==> src/rtl/avd_pkg.sv <==
`default_nettype none

package avd_pkg;

	localparam int CORDIC_STAGES = 16;
	localparam int ANG_TAB_LEN   = 24;
	localparam int CORDIC_RUN    = (CORDIC_STAGES < ANG_TAB_LEN) ? CORDIC_STAGES : ANG_TAB_LEN;
	localparam int FRAC_BITS     = 16;
	localparam int XY_W          = 30;
	localparam int MAG_W         = XY_W - 1;
	localparam int ANG_W         = 32;
	localparam int PROD_W        = MAG_W + 32;
	localparam int LATENCY       = CORDIC_RUN + 3;

	localparam logic [4:0]      TYPE_CODE_VEL = 5'd19;
	localparam logic [2:0]      SUB_GND_1     = 3'd1;
	localparam logic [2:0]      SUB_GND_2     = 3'd2;
	localparam logic [31:0]     GAIN_Q32      = 32'h9B74EDA8;
	localparam logic [ANG_W-1:0] HALF_TURN    = 32'h8000_0000;
	localparam logic [ANG_W-1:0] ANG_ROUND    = 32'h0000_8000;
	localparam logic [13:0]     SPEED_MAX     = 14'h3FFF;

	localparam logic STATUS_OK      = 1'b0;
	localparam logic STATUS_BAD_TC  = 1'b1;
	localparam logic KIND_GROUND    = 1'b0;
	localparam logic KIND_AIR       = 1'b1;

	// side data that rides along the cordic pipeline
	typedef struct packed {
		logic               status;
		logic               kind;
		logic               zero;
		logic [13:0]        air_speed;
		logic [15:0]        air_head;
		logic signed [15:0] rate;
	} side_t;

	// atan(2^-i) in units of 2^32 per turn
	function automatic logic [ANG_W-1:0] atan_tab(input int idx);
		logic [ANG_W-1:0] a;
		case (idx)
			0:       a = 32'h20000000;
			1:       a = 32'h12E4051E;
			2:       a = 32'h09FB385B;
			3:       a = 32'h051111D4;
			4:       a = 32'h028B0D43;
			5:       a = 32'h0145D7E1;
			6:       a = 32'h00A2F61E;
			7:       a = 32'h00517C55;
			8:       a = 32'h0028BE53;
			9:       a = 32'h00145F2F;
			10:      a = 32'h000A2F98;
			11:      a = 32'h000517CC;
			12:      a = 32'h00028BE6;
			13:      a = 32'h000145F3;
			14:      a = 32'h0000A2FA;
			15:      a = 32'h0000517D;
			16:      a = 32'h000028BE;
			17:      a = 32'h0000145F;
			18:      a = 32'h00000A30;
			19:      a = 32'h00000518;
			20:      a = 32'h0000028C;
			21:      a = 32'h00000146;
			22:      a = 32'h000000A3;
			23:      a = 32'h00000051;
			default: a = '0;
		endcase
		return a;
	endfunction

endpackage

`default_nettype wire

==> src/rtl/avd_cordic.sv <==
`default_nettype none

// vectoring cordic, one micro-rotation per register stage
module avd_cordic (
	input  wire                                  clk,
	input  wire                                  arst_n,
	input  wire                                  in_valid,
	input  wire logic signed [avd_pkg::XY_W-1:0] in_x,
	input  wire logic signed [avd_pkg::XY_W-1:0] in_y,
	input  wire logic [avd_pkg::ANG_W-1:0]       in_z,
	input  wire avd_pkg::side_t                  in_side,
	output logic                                 out_valid,
	output logic signed [avd_pkg::XY_W-1:0]      out_x,
	output logic [avd_pkg::ANG_W-1:0]            out_z,
	output avd_pkg::side_t                       out_side
);

	localparam int N = avd_pkg::CORDIC_RUN;

	logic                             vld_s  [N];
	logic signed [avd_pkg::XY_W-1:0]  x_s    [N];
	logic signed [avd_pkg::XY_W-1:0]  y_s    [N];
	logic [avd_pkg::ANG_W-1:0]        z_s    [N];
	avd_pkg::side_t                   side_s [N];

	for (genvar k = 0; k < N; k++) begin : g_stage
		logic                            v_in;
		logic signed [avd_pkg::XY_W-1:0] x_in;
		logic signed [avd_pkg::XY_W-1:0] y_in;
		logic [avd_pkg::ANG_W-1:0]       z_in;
		avd_pkg::side_t                  sd_in;

		if (k == 0) begin : g_first
			assign v_in  = in_valid;
			assign x_in  = in_x;
			assign y_in  = in_y;
			assign z_in  = in_z;
			assign sd_in = in_side;
		end else begin : g_next
			assign v_in  = vld_s[k-1];
			assign x_in  = x_s[k-1];
			assign y_in  = y_s[k-1];
			assign z_in  = z_s[k-1];
			assign sd_in = side_s[k-1];
		end

		always_ff @(posedge clk or negedge arst_n) begin
			if (!arst_n) begin
				vld_s[k] <= 1'b0;
			end else begin
				vld_s[k] <= v_in;
			end
		end

		// y >= 0 turns clockwise, floor shifts on both coordinates
		always_ff @(posedge clk) begin
			if (v_in) begin
				side_s[k] <= sd_in;
				if (!y_in[avd_pkg::XY_W-1]) begin
					x_s[k] <= x_in + (y_in >>> k);
					y_s[k] <= y_in - (x_in >>> k);
					z_s[k] <= z_in + avd_pkg::atan_tab(k);
				end else begin
					x_s[k] <= x_in - (y_in >>> k);
					y_s[k] <= y_in + (x_in >>> k);
					z_s[k] <= z_in - avd_pkg::atan_tab(k);
				end
			end
		end
	end

	assign out_valid = vld_s[N-1];
	assign out_x     = x_s[N-1];
	assign out_z     = z_s[N-1];
	assign out_side  = side_s[N-1];

endmodule

`default_nettype wire

==> config.mk <==
export PLATFORM = sky130hd
export DESIGN_NAME = avd_cordic
export DESIGN_NICKNAME = d
export VERILOG_FILES = /design/src/rtl/avd_pkg.sv /design/src/rtl/avd_cordic.sv
export SDC_FILE = /design/constraint.sdc
export NUM_CORES = 2
export LEC_CHECK = 0
export BUFFER_PORTS_ARGS = -buffer_cell sky130_fd_sc_hd__buf_2
export CORE_MARGIN = 2
export CORE_UTILIZATION = 25
export CTS_CLUSTER_SIZE = 14
export DETAILED_ROUTE_END_ITERATION = 8
export PLACE_DENSITY = 0.42
export SYNTH_ARGS = -nofsm -noshare
export SYNTH_HDL_FRONTEND = slang
export SYNTH_SLANG_ARGS = --single-unit
==> constraint.sdc <==
create_clock -name clk -period 8.26 [get_ports clk]
set_input_delay 0.826 -clock clk [delete_from_list [all_inputs] [get_ports clk]]
set_output_delay 0.826 -clock clk [all_outputs]
set_load 0.05 [all_outputs]
-- Yosys cells after proc, flatten, opt, wreduce, memory -nomap -nowiden
Memory sizes are Yosys's and may differ from the RTL's.
Index checks and enable logic that the tools add are counted.
- output and inout port bits: 112
- bits of input ports: 144
- bits in writable memories: 2256
- memories kept: 4
- word-level logic and storage cells: 339
- flip-flop bits (word level): 16
- muxes and demuxes: 176
- bitwise operators: 48
- $add $sub $neg: 95
- memories (memory ; depth ; bits a word ; read ports ; clocked after memory_dff ; write ports ; line ; source):
    side_s ; 16 ; 49 ; 16 ; 0 ; 16 ; avd_cordic.sv:24 ; avd_pkg::side_t side_s [N];
    z_s ; 16 ; 32 ; 16 ; 0 ; 16 ; avd_cordic.sv:23 ; logic [avd_pkg::ANG_W-1:0] z_s [N];
    x_s ; 16 ; 30 ; 16 ; 0 ; 16 ; avd_cordic.sv:21 ; logic signed [avd_pkg::XY_W-1:0] x_s [N];
    y_s ; 16 ; 30 ; 15 ; 0 ; 16 ; avd_cordic.sv:22 ; logic signed [avd_pkg::XY_W-1:0] y_s [N];
- operators by type and width (cell ; count):
    $mux 30 ; 32
    $mux 32 ; 16
    $mux 1 ; 128
    $add 30x15->30 ; 2
    $add 30x16->30 ; 2
    $add 30x17->30 ; 2
    $add 30x18->30 ; 2
    $add 30x19->30 ; 2
    $add 30x20->30 ; 2
    $add 30x21->30 ; 2
    $add 30x22->30 ; 2
    $add 30x23->30 ; 2
    $add 30x24->30 ; 2
    $add 30x25->30 ; 2
    $add 30x26->30 ; 2
    $add 30x27->30 ; 2
    $add 30x28->30 ; 2
    $add 30x29->30 ; 2
    $sub 30x15->30 ; 2
    $sub 30x16->30 ; 2
    $sub 30x17->30 ; 2
    $sub 30x18->30 ; 2
    $sub 30x19->30 ; 2
    $sub 30x20->30 ; 2
    44 further kinds ; 101

-- Logic depth before layout (Yosys ltp)
- depth after elaboration: 4
- gate-level depth with buffers: 20
- gate-level depth less buffers: 20

-- Least setup slack after synthesis
Ideal clock, no wire load.
- path kind: register -> register
- from: register vld_s (netlist bit g_stage[6].v_in)
- to: memory y_s[0][208] in the netlist's numbering, data pin
- path slack: 2.456 ns
- clock period less this slack: 5.804 ns
- setup time: 0.261 ns
- cell stages (with the launch flop): 18
- path buffers: 2
- arrival: 5.543 ns
- path through: dfrtp_1 -> nand2_1 -> inv_1 -> clkbuf_1 -> buf_1 -> nor2_1 -> xor2_1 -> ha_1 -> a211oi_1 -> o21bai_1 -> a41o_1 -> a221o_1 -> a41oi_1 -> a211oi_1 -> a21o_1 -> a221oi_2 -> nor4b_1 -> a311o_1
- RTL lines (item ; line ; source):
    start, declared ; avd_cordic.sv:20 ; logic vld_s [N];
    start signal, assigned by index ; avd_cordic.sv:51 ; vld_s[k] <= v_in;
    end, declared ; avd_cordic.sv:22 ;

==> reports/results.tsv <==
stage	metric	value	unit
run_status	status	completed	
timing	hold_viol	0	
final_layout	seq_area	0.06682	mm2
timing	rsz0062_at_grt	no	
timing	clock_skew	52.14	ps
critical_path	r2r-start	g_stage[3].v_in	
critical_path	r2r_setup_slack	2750	ps
critical_path	crit_required	8910	ps
synthesis	ys_async_sr_fraction	0.7188	%
timing	tightest_slew	1258	ps
synthesis	synth_edf_count	2210	
synthesis	yosys_warnings	0	
placed_design	dp_hpwl	312800	um
final_layout	synthToLayoutAreaGrowth	13.62	%
route	avgRoutedWirePerCell	17.67	um
floorplanning	fp.dieH	774.6	um
clock_network	cts_resized	0	
timing	min_period	5513	ps
final_layout	mostFrequentLayoutCell	edfxtp_1	
clock_network	tritoncts	yes	
route	firstDrtPassIters	6	
clock_network	cts_sinks	2226	
floorplanning	core_area	0.5927	mm2
timing	setup-tns-final	0	ps
final_layout	layout_common_cells	2210 x edfxtp_1, 1476 x ha_1, 1339 x a21oi_1	
floorplanning	fp.dieW	774.6	um
final_layout	multi_input_area	0.07848	mm2
final_layout	final_nets	16080	
floorplanning	start_util	25.05	%
floorplanning	die_area	0.6000	mm2
route	antenna_left	0	
critical_path	rr_endpoint	x_s[0][118]	
grt	grt_pass1_wl	619100	um
min_path	hp-class	primary input to flop	
timing	final_max_slew_viol_count	0	
synthesis	synth_nets	15680	
grt	grt_overflow_total	0	
timing	slew_headroom	14.97	%
clock_network	clk_latency	950	ps
timing	setup_viol	0	
route	wl	397100	um
synthesis	synth_area_per_cell	10.59	um2
final_layout	drive_gt1_share	6.050	%
min_path	hp-start	in_z[0]	
clock_network	clockBufferDepth	4	
synthesis	yosys_most_used_dff	edfxtp_1	
min_path	min_to	z_s[0][0]	
critical_path	path_class	flop to flop	
timing	fmax	0.1814	GHz
critical_path	crit_arrival	6170	ps
synthesis	ys_top_cells_by_area	edfxtp_1 45%, ha_1 12%, xnor2_1 6.7%, a21oi_1 4.5%, xor2_1 3.8%	
critical_path	worstPathMaxFanout	43	
synthesis	synth_seq_cells	2226	
final_layout	fin_util	28.46	%
run	cap_violations	0	
synthesis	netlist.area_leader.share	44.70	%
placed_design	routabilityCongestion	0.8268	
placed_design	portBuffers	255	
floorplanning	ios	256	
grt	grt_pass1_vias	104500	
synthesis	postSynthCellCount	14020	
route	via_per_inst	4.651	
synthesis	yosys.area.top_type	edfxtp_1	
timing	fin_ws	2747	ps
placed_design	dpl_worst_slack	2699	ps
route	drt_iter0_drc	6280	
synthesis	ys_types	101	
critical_path	critPathCaptureType	flop	
route	vias	104500	
final_layout	fillers	62010	
grt	grt_max_degree	74	
timing	fin_crit_sh	66.74	%
floorplanning	row_count	283	
synthesis	netlist_area	0.1485	mm2
min_path	whs_path_depth	1	
grt	antenna_found_initial	14	
clock_network	htreeDepth	5	
clock_network	postCtsSetupBuffers	0	
critical_path	r2r_cells	16	
critical_path	cp-start-kind	flop	
clock_network	cts_buffers	276	
clock_network	clkSlewWorstSetupHoldPaths	60	ps
grt	grt_usage	12.78	%
clock_network	root_buffer	clkbuf_16	
synthesis	seq_area_frac_synth	44.97	%
route	drc	0	
## state kept, by name, summed over array words and instances (netlist names)
| signal | flops |
|---|---|
| z_s | 512 |
| side_s | 784 |
| y_s | 434 |
| g_stage.v_in | 15 |
| x_s | 480 |
| out_valid | 1 |
## cells by family after synthesis
family | share of synthesized area (%)
fa+ha+maj | 13.07
flops | 44.97
compound gates | 17.56
buf+inv | 2.168
xor+xnor | 10.47
simple gates | 11.31
mux | 0.4560
## per-layer routing
layer	wire (um)	global-route usage [%]	vias to the layer above
li1	-	-	53190
met1	184300	16.94	49300
met2	191900	22.39	1547
met3	11420	1.279	469
met4	9461	2.949	0
met5	0	0	-
## synthesized netlist by cell type (189+ instances only)
library cell  number
edfxtp_1        2210
ha_1            1476
a21oi_1         1339
xnor2_1         1131
nor2_1          1024
nand2_1          829
o21ai_0          801
xor2_1           641
a21o_1           627
inv_1            573
nor3_1           275
clkbuf_1         229
nand3_1          220
nor2b_1          207
nand2b_1         204
o21a_1           189
## final cells by class
type / count / area share (%)
sequential: 2226 / 39.61
antenna: 4 / 0.005934
tap: 7837 / 5.813
multi-input combinational: 10940 / 46.53
clock buffer: 322 / 4.235
timing repair buffer: 388 / 1.447
clock inverter: 172 / 1.064
inverter: 582 / 1.295
## metrics by stage
step,cell area [um2],hold WS [ps],cells
after detailed placement,159100,404.5,21910
after CTS,168700,0.5528,22460
after floorplan,148500,400.3,14020
after global placement,159100,400.0,21910
after global routing,168700,28.43,22470
final,168700,95.29,22470
## what timing repair did
item | 4_1_cts | 5_1_grt
hold buffers | 64 | 0
endpoints found under the hold margin | 79 | 0
endpoints found under the setup margin | 0 | 0
## worst max-delay path, cell delays in order (launching register included)
cell and delay [ps]:
dfrtp_4 800, nand2_1 110, buf_4 280, inv_2 710, nor2_1 120, xnor2_1 160, ha_1 330, nor2b_1 160
o31a_1 280, o311a_1 340, o31ai_2 300, a21oi_1 220, a2111oi_0 430, o21bai_1 180, a31oi_1 340, nor4bb_1 100
a311o_1 330
## how the worst max path moves through the flow
| stage | from | endpoint | cells after the start |
|---|---|---|---|
| floorplan | g_stage[6].v_in | y_s[0][208] | 17 |
| global placement | g_stage[14].v_in | y_s[1][208] | 17 |
| detailed placement | g_stage[3].v_in | z_s[0][125] | 15 |
| CTS | g_stage[3].v_in | x_s[0][118] | 16 |
| global route | g_stage[3].v_in | x_s[0][118] | 16 |
| finish | g_stage[3].v_in | x_s[0][118] | 16 |
Power is left out: the tool's default activity adds up to more than one toggle a clock period on the data nets, which glitch-free logic cannot reach.
